--- config.mk ---
export PLATFORM = sky130hd
export DESIGN_NAME = qber_window_estimator
export DESIGN_NICKNAME = d
export VERILOG_FILES = /design/src/design/qwe_pkg.sv /design/src/design/qwe_divider.sv /design/src/design/qwe_ctrl.sv /design/src/design/qwe_datapath.sv /design/src/design/qber_window_estimator.sv
export SDC_FILE = /design/constraint.sdc
export NUM_CORES = 1
export LEC_CHECK = 0
export ABC_AREA = 1
export BUFFER_PORTS_ARGS = -buffer_cell sky130_fd_sc_hd__clkbuf_2
export CAP_MARGIN = 20
export CELL_PAD_IN_SITES_DETAIL_PLACEMENT = 1
export CELL_PAD_IN_SITES_GLOBAL_PLACEMENT = 2
export CORE_UTILIZATION = 39
export CTS_CLUSTER_DIAMETER = 150
export DETAILED_ROUTE_END_ITERATION = 6
export MAX_ROUTING_LAYER = met4
export PLACE_DENSITY = 0.85
export RECOVER_POWER = 25
export SLEW_MARGIN = 0
export SYNTH_ARGS = -nofsm -noshare
export SYNTH_HDL_FRONTEND = slang
export SYNTH_SLANG_ARGS = --single-unit
--- constraint.sdc ---
create_clock -name aclk -period 10.01 [get_ports aclk]
set_clock_uncertainty 0.1 [all_clocks]
set_input_delay 0 -clock aclk [delete_from_list [all_inputs] [get_ports aclk]]
set_output_delay 0 -clock aclk [all_outputs]
set_load 0.005 [all_outputs]
--- src/design/qwe_pkg.sv ---
package qwe_pkg;

    localparam int COUNT_WIDTH_DEF    = 16;
    localparam int RATE_FRAC_BITS_DEF = 16;

    localparam logic [15:0] WIN_LEN_RESET = 16'd1024;

    localparam logic [2:0] CODE_MATCH   = 3'd0;
    localparam logic [2:0] CODE_ERROR   = 3'd1;
    localparam logic [2:0] CODE_DOUBLE  = 3'd2;
    localparam logic [2:0] CODE_NOCLICK = 3'd3;
    localparam logic [2:0] CODE_CONTROL = 3'd5;

    localparam int S_DATA_W  = 8;
    localparam int M_DATA_W  = 136;
    localparam int REPORT_LO = 3;
    localparam int REPORT_HI = 130;

    typedef struct packed {
        logic accept;
        logic div_start;
        logic div_sel_diff;
        logic cap_same;
        logic cap_diff;
        logic load_report;
    } ctrl_cmd_t;

    typedef struct packed {
        logic close;
        logic div_done;
        logic out_free;
    } dp_status_t;

endpackage

--- src/design/qwe_divider.sv ---
module qwe_divider #(
    parameter int COUNT_WIDTH    = qwe_pkg::COUNT_WIDTH_DEF,
    parameter int RATE_FRAC_BITS = qwe_pkg::RATE_FRAC_BITS_DEF
) (
    input  logic                   aclk,
    input  logic                   aresetn,
    input  logic                   start,
    input  logic [COUNT_WIDTH-1:0] bits,
    input  logic [COUNT_WIDTH-1:0] hits,
    output logic                   done,
    output logic [15:0]            rate
);
    import qwe_pkg::*;

    localparam int CNT_W = $clog2(RATE_FRAC_BITS + 1);

    logic [COUNT_WIDTH-1:0]    rem_reg, rem_next;
    logic [COUNT_WIDTH-1:0]    bits_reg;
    logic [RATE_FRAC_BITS-1:0] quo_reg, quo_next;
    logic [CNT_W-1:0]          cnt_reg;
    logic                      run_reg;
    logic                      done_reg;
    logic                      zero_reg;
    logic                      sat_reg;
    logic [COUNT_WIDTH-1:0]    errs;
    logic [COUNT_WIDTH:0]      rem_shift;
    logic                      fits;
    logic [RATE_FRAC_BITS-1:0] result;

    assign errs      = (hits >= bits) ? '0 : bits - hits;
    assign rem_shift = {rem_reg, 1'b0};
    assign fits      = rem_shift >= {1'b0, bits_reg};
    assign rem_next  = fits ? COUNT_WIDTH'(rem_shift - {1'b0, bits_reg})
                            : COUNT_WIDTH'(rem_shift);
    assign quo_next  = {quo_reg[RATE_FRAC_BITS-2:0], fits};

    always_ff @(posedge aclk) begin
        if (!aresetn) begin
            run_reg  <= 1'b0;
            done_reg <= 1'b0;
            cnt_reg  <= '0;
        end else begin
            done_reg <= 1'b0;
            if (start) begin
                run_reg <= 1'b1;
                cnt_reg <= CNT_W'(RATE_FRAC_BITS);
            end else if (run_reg) begin
                cnt_reg <= cnt_reg - 1'b1;
                if (cnt_reg == CNT_W'(1)) begin
                    run_reg  <= 1'b0;
                    done_reg <= 1'b1;
                end
            end
        end
    end

    always_ff @(posedge aclk) begin
        if (start) begin
            rem_reg  <= errs;
            bits_reg <= bits;
            quo_reg  <= '0;
            zero_reg <= (bits == '0);
            // all bits wrong: the fraction is 1.0, clamp to the top code
            sat_reg  <= (errs == bits);
        end else if (run_reg) begin
            rem_reg <= rem_next;
            quo_reg <= quo_next;
        end
    end

    always_comb begin
        priority if (zero_reg) begin
            result = '0;
        end else if (sat_reg) begin
            result = '1;
        end else begin
            result = quo_reg;
        end
    end

    assign rate = 16'(result);
    assign done = done_reg;

endmodule

--- src/design/qwe_ctrl.sv ---
module qwe_ctrl (
    input  logic                aclk,
    input  logic                aresetn,
    input  logic                s_tvalid,
    output logic                s_tready,
    input  qwe_pkg::dp_status_t stat,
    output qwe_pkg::ctrl_cmd_t  cmd
);
    import qwe_pkg::*;

    localparam logic [2:0] ST_IDLE      = 3'd0;
    localparam logic [2:0] ST_SAME_GO   = 3'd1;
    localparam logic [2:0] ST_SAME_WAIT = 3'd2;
    localparam logic [2:0] ST_DIFF_GO   = 3'd3;
    localparam logic [2:0] ST_DIFF_WAIT = 3'd4;
    localparam logic [2:0] ST_REPORT    = 3'd5;

    logic [2:0] state_reg, state_next;
    logic       ready;

    assign ready    = (state_reg == ST_IDLE) && stat.out_free;
    assign s_tready = ready;

    always_comb begin
        cmd        = '0;
        state_next = state_reg;
        unique case (state_reg)
            ST_IDLE: begin
                cmd.accept = s_tvalid && ready;
                if (cmd.accept && stat.close) begin
                    state_next = ST_SAME_GO;
                end
            end
            ST_SAME_GO: begin
                cmd.div_start = 1'b1;
                state_next    = ST_SAME_WAIT;
            end
            ST_SAME_WAIT: begin
                if (stat.div_done) begin
                    cmd.cap_same = 1'b1;
                    state_next   = ST_DIFF_GO;
                end
            end
            ST_DIFF_GO: begin
                cmd.div_start    = 1'b1;
                cmd.div_sel_diff = 1'b1;
                state_next       = ST_DIFF_WAIT;
            end
            ST_DIFF_WAIT: begin
                cmd.div_sel_diff = 1'b1;
                if (stat.div_done) begin
                    cmd.cap_diff = 1'b1;
                    state_next   = ST_REPORT;
                end
            end
            ST_REPORT: begin
                // hold the report until the output slot frees up
                if (stat.out_free) begin
                    cmd.load_report = 1'b1;
                    state_next      = ST_IDLE;
                end
            end
            default: begin
                state_next = ST_IDLE;
            end
        endcase
    end

    always_ff @(posedge aclk) begin
        if (!aresetn) begin
            state_reg <= ST_IDLE;
        end else begin
            state_reg <= state_next;
        end
    end

endmodule

--- src/design/qwe_datapath.sv ---
module qwe_datapath #(
    parameter int COUNT_WIDTH    = qwe_pkg::COUNT_WIDTH_DEF,
    parameter int RATE_FRAC_BITS = qwe_pkg::RATE_FRAC_BITS_DEF
) (
    input  logic                          aclk,
    input  logic                          aresetn,
    input  logic [qwe_pkg::S_DATA_W-1:0]  s_tdata,
    input  logic                          cfg_we,
    input  logic [15:0]                   cfg_wdata,
    input  qwe_pkg::ctrl_cmd_t            cmd,
    output qwe_pkg::dp_status_t           stat,
    input  logic                          m_tready,
    output logic                          m_tvalid,
    output logic [qwe_pkg::M_DATA_W-1:0]  m_tdata,
    output logic                          m_tlast
);
    import qwe_pkg::*;

    localparam int CW    = COUNT_WIDTH;
    localparam int CMP_W = (CW > 16) ? CW : 16;

    logic [15:0] win_len_reg;

    logic [CW-1:0] det_reg, det_next;
    logic [CW-1:0] same_bits_reg, same_bits_next;
    logic [CW-1:0] same_match_reg, same_match_next;
    logic [CW-1:0] all_bits_reg, all_bits_next;
    logic [CW-1:0] diff_match_reg, diff_match_next;
    logic [CW-1:0] noclick_reg, noclick_next;
    logic [CW-1:0] double_reg, double_next;

    logic [CW-1:0] snap_same_bits_reg, snap_same_match_reg;
    logic [CW-1:0] snap_diff_bits_reg, snap_diff_match_reg;
    logic [CW-1:0] snap_noclick_reg, snap_double_reg;
    logic [2:0]    snap_code_reg;
    logic [15:0]   rate_same_reg;

    logic          out_valid_reg;
    logic          out_last_reg;
    logic [M_DATA_W-1:0] out_data_reg;

    logic        alice_bit, alice_basis, bob_basis;
    logic [2:0]  bob_value;
    logic        is_ctrl, is_noclick, is_double, is_bit, is_match, same_basis;
    logic [2:0]  slot_code;
    logic        close;
    logic [CW-1:0] diff_bits_next;

    logic          div_done;
    logic [15:0]   div_rate;
    logic [CW-1:0] div_bits, div_matches;

    function automatic logic [CW-1:0] sat_inc(input logic [CW-1:0] v, input logic en);
        sat_inc = (en && (v != '1)) ? v + 1'b1 : v;
    endfunction

    assign alice_bit   = s_tdata[0];
    assign bob_value   = s_tdata[3:1];
    assign alice_basis = s_tdata[4];
    assign bob_basis   = s_tdata[5];

    assign is_ctrl    = (bob_value == CODE_CONTROL);
    assign is_noclick = (bob_value == CODE_NOCLICK);
    assign is_double  = (bob_value == CODE_DOUBLE);
    assign is_bit     = !is_ctrl && !is_noclick && !is_double;
    // values above one never equal the sender bit
    assign is_match   = (bob_value == {2'b00, alice_bit});
    assign same_basis = (alice_basis == bob_basis);

    always_comb begin
        priority if (is_ctrl) begin
            slot_code = CODE_CONTROL;
        end else if (is_noclick) begin
            slot_code = CODE_NOCLICK;
        end else if (is_double) begin
            slot_code = CODE_DOUBLE;
        end else if (is_match) begin
            slot_code = CODE_MATCH;
        end else begin
            slot_code = CODE_ERROR;
        end
    end

    assign det_next        = sat_inc(det_reg, is_bit);
    assign all_bits_next   = sat_inc(all_bits_reg, is_bit);
    assign same_bits_next  = sat_inc(same_bits_reg, is_bit && same_basis);
    assign same_match_next = sat_inc(same_match_reg, is_bit && same_basis && is_match);
    assign diff_match_next = sat_inc(diff_match_reg, is_bit && !same_basis && is_match);
    assign noclick_next    = sat_inc(noclick_reg, is_noclick);
    assign double_next     = sat_inc(double_reg, is_double);
    assign diff_bits_next  = (all_bits_next >= same_bits_next)
                             ? all_bits_next - same_bits_next : '0;

    assign close = !is_ctrl && (CMP_W'(det_next) >= CMP_W'(win_len_reg));

    always_ff @(posedge aclk) begin
        if (!aresetn) begin
            win_len_reg <= WIN_LEN_RESET;
        end else if (cfg_we) begin
            win_len_reg <= cfg_wdata;
        end
    end

    always_ff @(posedge aclk) begin
        if (!aresetn) begin
            det_reg        <= '0;
            same_bits_reg  <= '0;
            same_match_reg <= '0;
            all_bits_reg   <= '0;
            diff_match_reg <= '0;
            noclick_reg    <= '0;
            double_reg     <= '0;
        end else if (cmd.accept) begin
            if (close) begin
                det_reg        <= '0;
                same_bits_reg  <= '0;
                same_match_reg <= '0;
                all_bits_reg   <= '0;
                diff_match_reg <= '0;
                noclick_reg    <= '0;
                double_reg     <= '0;
            end else begin
                det_reg        <= det_next;
                same_bits_reg  <= same_bits_next;
                same_match_reg <= same_match_next;
                all_bits_reg   <= all_bits_next;
                diff_match_reg <= diff_match_next;
                noclick_reg    <= noclick_next;
                double_reg     <= double_next;
            end
        end
    end

    always_ff @(posedge aclk) begin
        if (cmd.accept && close) begin
            snap_same_bits_reg  <= same_bits_next;
            snap_same_match_reg <= same_match_next;
            snap_diff_bits_reg  <= diff_bits_next;
            snap_diff_match_reg <= diff_match_next;
            snap_noclick_reg    <= noclick_next;
            snap_double_reg     <= double_next;
            snap_code_reg       <= slot_code;
        end
        if (cmd.cap_same) begin
            rate_same_reg <= div_rate;
        end
    end

    assign div_bits    = cmd.div_sel_diff ? snap_diff_bits_reg : snap_same_bits_reg;
    assign div_matches = cmd.div_sel_diff ? snap_diff_match_reg : snap_same_match_reg;

    qwe_divider #(
        .COUNT_WIDTH    (COUNT_WIDTH),
        .RATE_FRAC_BITS (RATE_FRAC_BITS)
    ) u_divider (
        .aclk    (aclk),
        .aresetn (aresetn),
        .start   (cmd.div_start),
        .bits    (div_bits),
        .hits    (div_matches),
        .done    (div_done),
        .rate    (div_rate)
    );

    // output slot: plain codes load at accept, reports once both rates are in
    always_ff @(posedge aclk) begin
        if (!aresetn) begin
            out_valid_reg <= 1'b0;
        end else if ((cmd.accept && !close) || cmd.load_report) begin
            out_valid_reg <= 1'b1;
        end else if (m_tready) begin
            out_valid_reg <= 1'b0;
        end
    end

    logic [15:0] rate_diff_reg;

    always_ff @(posedge aclk) begin
        if (cmd.cap_diff) begin
            rate_diff_reg <= div_rate;
        end
        if (cmd.accept && !close) begin
            out_last_reg <= 1'b0;
            out_data_reg <= {5'b0, 128'b0, slot_code};
        end else if (cmd.load_report) begin
            out_last_reg <= 1'b1;
            out_data_reg <= {5'b0, rate_diff_reg, rate_same_reg,
                             16'(snap_double_reg), 16'(snap_noclick_reg),
                             16'(snap_diff_match_reg), 16'(snap_diff_bits_reg),
                             16'(snap_same_match_reg), 16'(snap_same_bits_reg),
                             snap_code_reg};
        end
    end

    assign stat.close    = close;
    assign stat.div_done = div_done;
    assign stat.out_free = !out_valid_reg || m_tready;

    assign m_tvalid = out_valid_reg;
    assign m_tdata  = out_data_reg;
    assign m_tlast  = out_last_reg;

endmodule

--- src/design/qber_window_estimator.sv ---
// Channel   Dir  Handshake           Payload
// s_axis    in   s_tvalid/s_tready   s_tdata: alice_bit, bob_value, alice_basis, bob_basis
// m_axis    out  m_tvalid/m_tready   m_tdata: slot code and window report; m_tlast: window_done
// cfg       in   cfg_we              cfg_wdata: window_length
//
// An item that does not close a window is handled at one item per clock while m_tready stays high.
// An item that closes a window holds off further input until its report is loaded: both error
// rates come out of one shared restoring divider, one quotient bit per cycle.
// Reset clears the counters and sets window_length to 1024.
// The output register holds one item; input is taken while that item leaves.
module qber_window_estimator #(
    parameter int COUNT_WIDTH    = qwe_pkg::COUNT_WIDTH_DEF,
    parameter int RATE_FRAC_BITS = qwe_pkg::RATE_FRAC_BITS_DEF
) (
    input  logic                         aclk,
    input  logic                         aresetn,
    input  logic                         s_tvalid,
    output logic                         s_tready,
    // [0] alice_bit, [3:1] bob_value, [4] alice_basis, [5] bob_basis, [7:6] zero
    input  logic [qwe_pkg::S_DATA_W-1:0] s_tdata,
    output logic                         m_tvalid,
    input  logic                         m_tready,
    // [2:0] slot_code, [18:3] same_basis_bits, [34:19] same_basis_matches,
    // [50:35] diff_basis_bits, [66:51] diff_basis_matches, [82:67] no_click_total,
    // [98:83] double_click_total, [114:99] error_rate_same,
    // [130:115] error_rate_diff, [135:131] zero
    output logic [qwe_pkg::M_DATA_W-1:0] m_tdata,
    output logic                         m_tlast,
    input  logic                         cfg_we,
    input  logic [15:0]                  cfg_wdata
);
    import qwe_pkg::*;

    ctrl_cmd_t  cmd;
    dp_status_t stat;

    qwe_ctrl u_ctrl (
        .aclk     (aclk),
        .aresetn  (aresetn),
        .s_tvalid (s_tvalid),
        .s_tready (s_tready),
        .stat     (stat),
        .cmd      (cmd)
    );

    qwe_datapath #(
        .COUNT_WIDTH    (COUNT_WIDTH),
        .RATE_FRAC_BITS (RATE_FRAC_BITS)
    ) u_datapath (
        .aclk      (aclk),
        .aresetn   (aresetn),
        .s_tdata   (s_tdata),
        .cfg_we    (cfg_we),
        .cfg_wdata (cfg_wdata),
        .cmd       (cmd),
        .stat      (stat),
        .m_tready  (m_tready),
        .m_tvalid  (m_tvalid),
        .m_tdata   (m_tdata),
        .m_tlast   (m_tlast)
    );

    a_no_overwrite: assert property (@(posedge aclk) disable iff (!aresetn)
        (s_tvalid && s_tready) |-> (!m_tvalid || m_tready))
        else $error("item accepted while output slot is blocked");

    a_close_not_control: assert property (@(posedge aclk) disable iff (!aresetn)
        (m_tvalid && m_tlast) |-> (m_tdata[2:0] != CODE_CONTROL))
        else $error("control item closed a window");

    a_report_zero: assert property (@(posedge aclk) disable iff (!aresetn)
        (m_tvalid && !m_tlast) |-> (m_tdata[REPORT_HI:REPORT_LO] == '0))
        else $error("report fields set outside a window close");

    a_busy_no_accept: assert property (@(posedge aclk) disable iff (!aresetn)
        (s_tvalid && s_tready && stat.close) |=> !s_tready)
        else $error("input taken during window report");

endmodule
After elaboration in Yosys (flattened, before gate mapping):

Index checks and enable logic that the tools add are counted.

* add/subtract/negate cells: 11
* $lt $le $gt $ge: 4
* equality and inequality tests: 23
* mux-type cells: 49
* bitwise gates (word level): 2
* reductions and logical operators: 37

Operators by type and width (number)
* $mux 16: 22
* $add 16x1->16 const B: 7
* $ne 16x16->1 const B: 7
* $ge 16x16->1: 3
* $sub 16x16->16: 3
* $mux 3: 9
* $logic_and 1x1->1: 19
* $pmux 3 s6: 1
* $ge 17x16->1: 1
* $eq 16x16->1: 1
* $logic_not 16->1: 1
* $mux 1: 15
* $eq 3x2->1 const B: 4
* $mux 5: 2
* $eq 3x3->1 const B: 3
* $logic_not 1->1: 6
* $ne 2x1->1 const B: 3
* $reduce_bool 2->1: 3
* $reduce_or 2->1: 3
* $eq 5x1->1 const B: 1
* $sub 5x1->5 const B: 1
* $reduce_and 4->1: 1
* $eq 3x1->1: 1
* $eq 3x1->1 const B: 1
* other kinds (6): 8

* register bits after elaboration: 452
* input port bits: 29
* output and inout bits: 139
* word-level logic and storage cells: 157

Depth between registers and ports, before layout:

* depth in word-level cells: 12
* gate-level depth with buffers: 26
* depth with buffers taken out: 24

Hierarchy:

From an unflattened synthesis, not the netlist that was laid out.

* cell total of the unflattened synthesis: 3255
* area, all modules: 24343.3 um^2

Modules (own cells, without submodules)
* qwe_datapath: instances 1, cells an instance 2535, area each 19381.1 um^2, sequential area each 9188.8 um^2
* qwe_divider: instances 1, cells an instance 680, area each 4704.5 um^2, sequential area each 1481.4 um^2
* qwe_ctrl: instances 1, cells an instance 40, area each 257.7 um^2, sequential area each 60.1 um^2

Least setup slack after synthesis:

Ideal clock, no wire load.

* kind: reg-to-reg
* start: reg u_datapath.det_reg[1]
* end: reg u_datapath.snap_code_reg[0] (enable)
* library setup time: 0.453 ns
* data arrival time: 4.122 ns
* required time: 9.457 ns
* path slack: 5.335 ns
* cell stages (with the launch flop): 19
* buffers on the path: 0
* clock period less this slack: 4.675 ns
* cell sequence: dfxtp_1 ha_1 nand3_1 nor2_1 nand4_1 nand2_2 inv_2 nand2_1 xor2_1 inv_1 ha_1 nand3_1 o211ai_1 nand2_1 nand2_1 nand2_1 nand2_1 nand3_1 inv_1

* longest elaborated chain between the ends: 6
* elaborated cells between the ends (all ways): 7
* those cells by class: add/sub (1); order compare (1); eq/ne (1); mux (1); reduce/logical (3)

RTL lines
* start, declared: RTL line qwe_datapath.sv:24 `logic [CW-1:0] det_reg, det_next;`
* start signal, assigned: RTL line qwe_datapath.sv:123 `det_reg <= det_next;`
* branches (longest 2 deep; another with $add 16x1->16)
* $mux 16 *: RTL line qwe_datapath.sv:54 `sat_inc = (en && (v != '1)) ? v + 1'b1 : v;`
* $ge 16x16->1 *: RTL line qwe_datapath.sv:94 `assign close = !is_ctrl && (CMP_W'(det_next) >= CMP_W'(win_len_reg));`
* $logic_and 1x1->1 *: RTL line qwe_datapath.sv:94
* $logic_and 1x1->1 *: RTL line qwe_datapath.sv:135 `if (cmd.accept && close) begin`
* end signal, assigned: RTL line qwe_datapath.sv:142 `snap_code_reg <= slot_code;`
* end, declared: RTL line qwe_datapath.sv:35 `logic [2:0] snap_code_reg;`

Mark *: on every way between the ends.
A chain may end at the register's enable or synchronous reset.

Worst setup path after layout:

* start: reg u_ctrl.state_reg[0]
* end: reg u_datapath.u_divider.sat_reg (data pin)

* longest elaborated chain between the ends: 7
* elaborated cells between the ends (all ways): 10
* those cells by class: add/sub (1); order compare (1); eq/ne (3); mux (4); reduce/logical (1)

RTL lines
* start, declared: RTL line qwe_ctrl.sv:18 `logic [2:0] state_reg, state_next;`
* start signal, assigned: RTL line qwe_ctrl.sv:73 `state_reg <= state_next;`
* $eq 3x2->1 or $eq 3x3->1 (tied branches): RTL line qwe_ctrl.sv:27 `unique case (state_reg)`
* $reduce_or 2->1 (no source line) *
* $mux 1 *: RTL line qwe_ctrl.sv:27
* $mux 16 *: RTL line qwe_datapath.sv:149 `assign div_bits = cmd.div_sel_diff ? snap_diff_bits_reg : snap_same_bits_reg;`
* net u_datapath.div_bits[0]: RTL line qwe_datapath.sv:51 `logic [CW-1:0] div_bits, div_matches;`
* $sub 16x16->16 or $ge 16x16->1 (tied branches): RTL line qwe_divider.sv:30 `assign errs = (hits >= bits) ? '0 : bits - hits;`
* $mux 16: RTL line qwe_divider.sv:30
* $eq 16x16->1 *: RTL line qwe_divider.sv:64 `sat_reg <= (errs == bits);`
* end signal, assigned: RTL line qwe_divider.sv:64
* end, declared: RTL line qwe_divider.sv:24 `logic sat_reg;`

Mark *: on every way through the listed nets, which the timed path passes. The rest lies on a longest branch.

==> impl_metrics.env <==
export IMPL_critPathKind="flop to flop"
export IMPL_grt_pass1_vias=20480
export IMPL_hpwl_um=48450
export IMPL_relSlewSlack_pct=9.013
export IMPL_cts_htree_levels=2
export IMPL_synth_edf_count=168
export IMPL_cp_common_cell="nand2_1"
export IMPL_slowest_stage="buf_4"
export IMPL_globalRoute_totalOverflow=0
export IMPL_synth_xor_area_share_pct=4.665
export IMPL_layoutNonFillerInstCount=3807
export IMPL_yosysSeqAreaShare_pct=46.85
export IMPL_firstDrtPassIters=4
export IMPL_vdd_drop_max_v=0.0001534
export IMPL_syn_area_um2=22910
export IMPL_wl_per_cell_um=18.13
export IMPL_fin_crit_sh_pct=55.87
export IMPL_grt_pass1_wl_um=110400
export IMPL_drive_gt1_share_pct=7.890
export IMPL_antenna_left=0
export IMPL_fmax_mhz=178.8
export IMPL_core_area_um2=57920
export IMPL_rsz0062_at_grt="false"
export IMPL_syn2layout_area_growth_pct=14.79
export IMPL_slowest_delay_ps=780
export IMPL_cts_setup_buffers=0
export IMPL_avgSynthCellArea_um2=7.984
export IMPL_final_common_cell="nand2_1"
export IMPL_antenna_found_initial=1
export IMPL_cts_buffers=51
export IMPL_path_clk_slew_ps=60
export IMPL_drv_slew=0
export IMPL_dieArea_um2=59710
export IMPL_diodes=0
export IMPL_yosys_warnings=0
export IMPL_async_flop_share_pct=0
export IMPL_start_util_pct=39.55
export IMPL_clock_latency_ps=610
export IMPL_arrival_ps=5950
export IMPL_final_net_count=3104
export IMPL_critPathTopFamily="buffers and inverters"
export IMPL_ys_ff_latch=452
export IMPL_via_count=19870
export IMPL_yosysUniqueCellTypes=51
export IMPL_hold_path_class="input port to flop"
export IMPL_boundaryPins=168
export IMPL_cts_tree="built"
export IMPL_drt_initial_drc_count=711
export IMPL_p_leak_nw=10.24
export IMPL_critPathBufInv=5
export IMPL_layout_common_cells="nand2_1, a21oi_1, inv_1, dfxtp_1"
export IMPL_status="finished, final reports clean"
export IMPL_tns_ps=0
export IMPL_dpl_cell_count=3666
export IMPL_synth_mux_area_share_pct=0.6118
export IMPL_largest_reg_flops=131
export IMPL_synth_simple_area_share_pct=24.97
export IMPL_grt_util_met2_pct=39.64
export IMPL_synth_top_family_by_area="simple AND/OR/NAND/NOR gates"
export IMPL_fin_crit_ps=5593
export IMPL_cts_sinks=452
export IMPL_maxCapViolCount=0
export IMPL_portBuffers=160
export IMPL_setup_violations=0
export IMPL_post_cts_resized=0
export IMPL_netlist_instances=2869
export IMPL_drc=0
export IMPL_hold_viol=0
export IMPL_clk_path_buf_depth=3
export IMPL_start_kind="flop"
export IMPL_die_y_um=244.4
export IMPL_tightest_slew_ps=1365
export IMPL_power_density_nw_per_um2=260.5
export IMPL_synth_compound_area_share_pct=10.64
export IMPL_grt_usage_pct=23.70
export IMPL_worst_r2r_path_depth=24
export IMPL_rows=88
export IMPL_required_ps=10370
export IMPL_routed_via_density=5.219
export IMPL_clock_root_buffer="clkbuf_16"
export IMPL_place_gp_congestion=0.9061
export IMPL_die_x_um=244.4
export IMPL_min_path_cells=8
export IMPL_synth_flop_cell="dfxtp_1"
export IMPL_crit_cells=24
export IMPL_cp_max_fo=76
export IMPL_routed_wl_um=69010
export IMPL_synth_adder_area_share_pct=4.250
export IMPL_grtUsageMet3_pct=2.557
export IMPL_grt_use_met1_pct=29.24
export IMPL_crit_chain="buf_4, nand2_2, o21ai_4, buf_4, nand2_1, o21ai_0, inv_1, ha_1, fa_1, inv_1, nand3_1, nand2_1, nand2_1, nand2_1, nand2_2, nand2_4, nand2_4, inv_4, nand3_2, nand2_1, nand2_1, nor2_1, nand3_1, nor2_1"
export IMPL_grt_max_degree=233
export IMPL_busiest_layer="met2"
export IMPL_crit_path_end_kind="flop"
[logic make-up after synthesis]
| family | Yosys count |
|---|---|
| compound gates | 464 |
| simple gates | 1285 |
| other cells | 1 |
| mux | 14 |
| buf+inv | 455 |
| fa+ha+maj | 76 |
| flops | 452 |
| xor+xnor | 122 |
[through the flow]
step / hold WS (ps) / worst slack (ps) / power (mW) / area [um2] / util [%]
after detailed placement: 138.1 / 4411 / 4.918 / 24170 / 41.74
after CTS: 11.76 / 4382 / 6.911 / 26360 / 45.52
after global placement: 121.2 / 4521 / 4.841 / 24170 / 41.74
after global routing: 92.44 / 3954 / 7.316 / 26290 / 45.40
after floorplan: 11.05 / 5335 / 4.153 / 22920 / -
final: 22.73 / 4417 / 6.849 / 26290 / 45.40
[power breakdown]
group / internal, mW / switching (mW)
registers: 2.20 / 0.168
clock network: 1.15 / 0.804
logic: 0.764 / 1.77
total: 4.11 / 2.74
[metal layers]
metal	part of all wire, %	up-vias
li1	-	9817
met1	44	9631
met2	49	304
met3	3.0	117
met4	3.6	0
met5	0	-
[final timing paths]
path | startpoint | slack (ps) | to
worst max-delay path | u_ctrl.state_reg[0]$_SDFFE_PN0P_ | 4420 | u_datapath.u_divider.sat_reg$_DFFE_PN_
worst min-delay path | s_tdata[4] | 20 | u_datapath.same_match_reg[12]$_SDFFE_PN0P_
worst max register to register | u_ctrl.state_reg[0]$_SDFFE_PN0P_ | 4420 | u_datapath.u_divider.sat_reg$_DFFE_PN_
worst min register to register | u_datapath.m_tlast$_SDFFE_PN0P_ | 350 | u_datapath.m_tlast$_SDFFE_PN0P_
[tightest hold or removal path, stage by stage]
cell	delay, ps
clkbuf_2	80
xnor2_1	100
nand2_1	120
nor2_1	80
nand2_1	80
xor2_1	90
nand2_1	80
a21oi_1	50
[repair_timing]
| item | CTS | global route |
|---|---|---|
| hold buffers | 43 | 0 |
| hold endpoints to repair | 84 | 0 |
| setup endpoints to repair | 0 | 0 |
[final cells by class]
class                      count  area, um2
tap                          765      957.2
fill                        7059      31620
clock inverter                33      365.4
multi-input combinational   1966      10370
sequential                   452      10730
clock buffer                  63       1393
inverter                     307       1161
timing repair buffer         221       1316
[synthesized netlist by cell type (all sizes together), types with 5 or more instances]
master	instances	area share, %
and2	6	0.17
o22ai	16	0.44
xnor2	41	1.6
xor2	81	3.1
nand2	762	13
nand4	168	4.6
nor4	7	0.22
buf	62	1.6
o21ai	89	2.0
o21bai	5	0.16
mux2i	14	0.61
nand3b	20	0.66
a31oi	6	0.16
edfxtp	168	22
nor2	144	2.5
nand3	126	2.9
nor3	49	1.2
inv	305	5.0
ha	73	4.0
a21oi	332	7.3
clkbuf	86	1.4
dfxtp	284	25
Power figures use the tool's default switching activity.
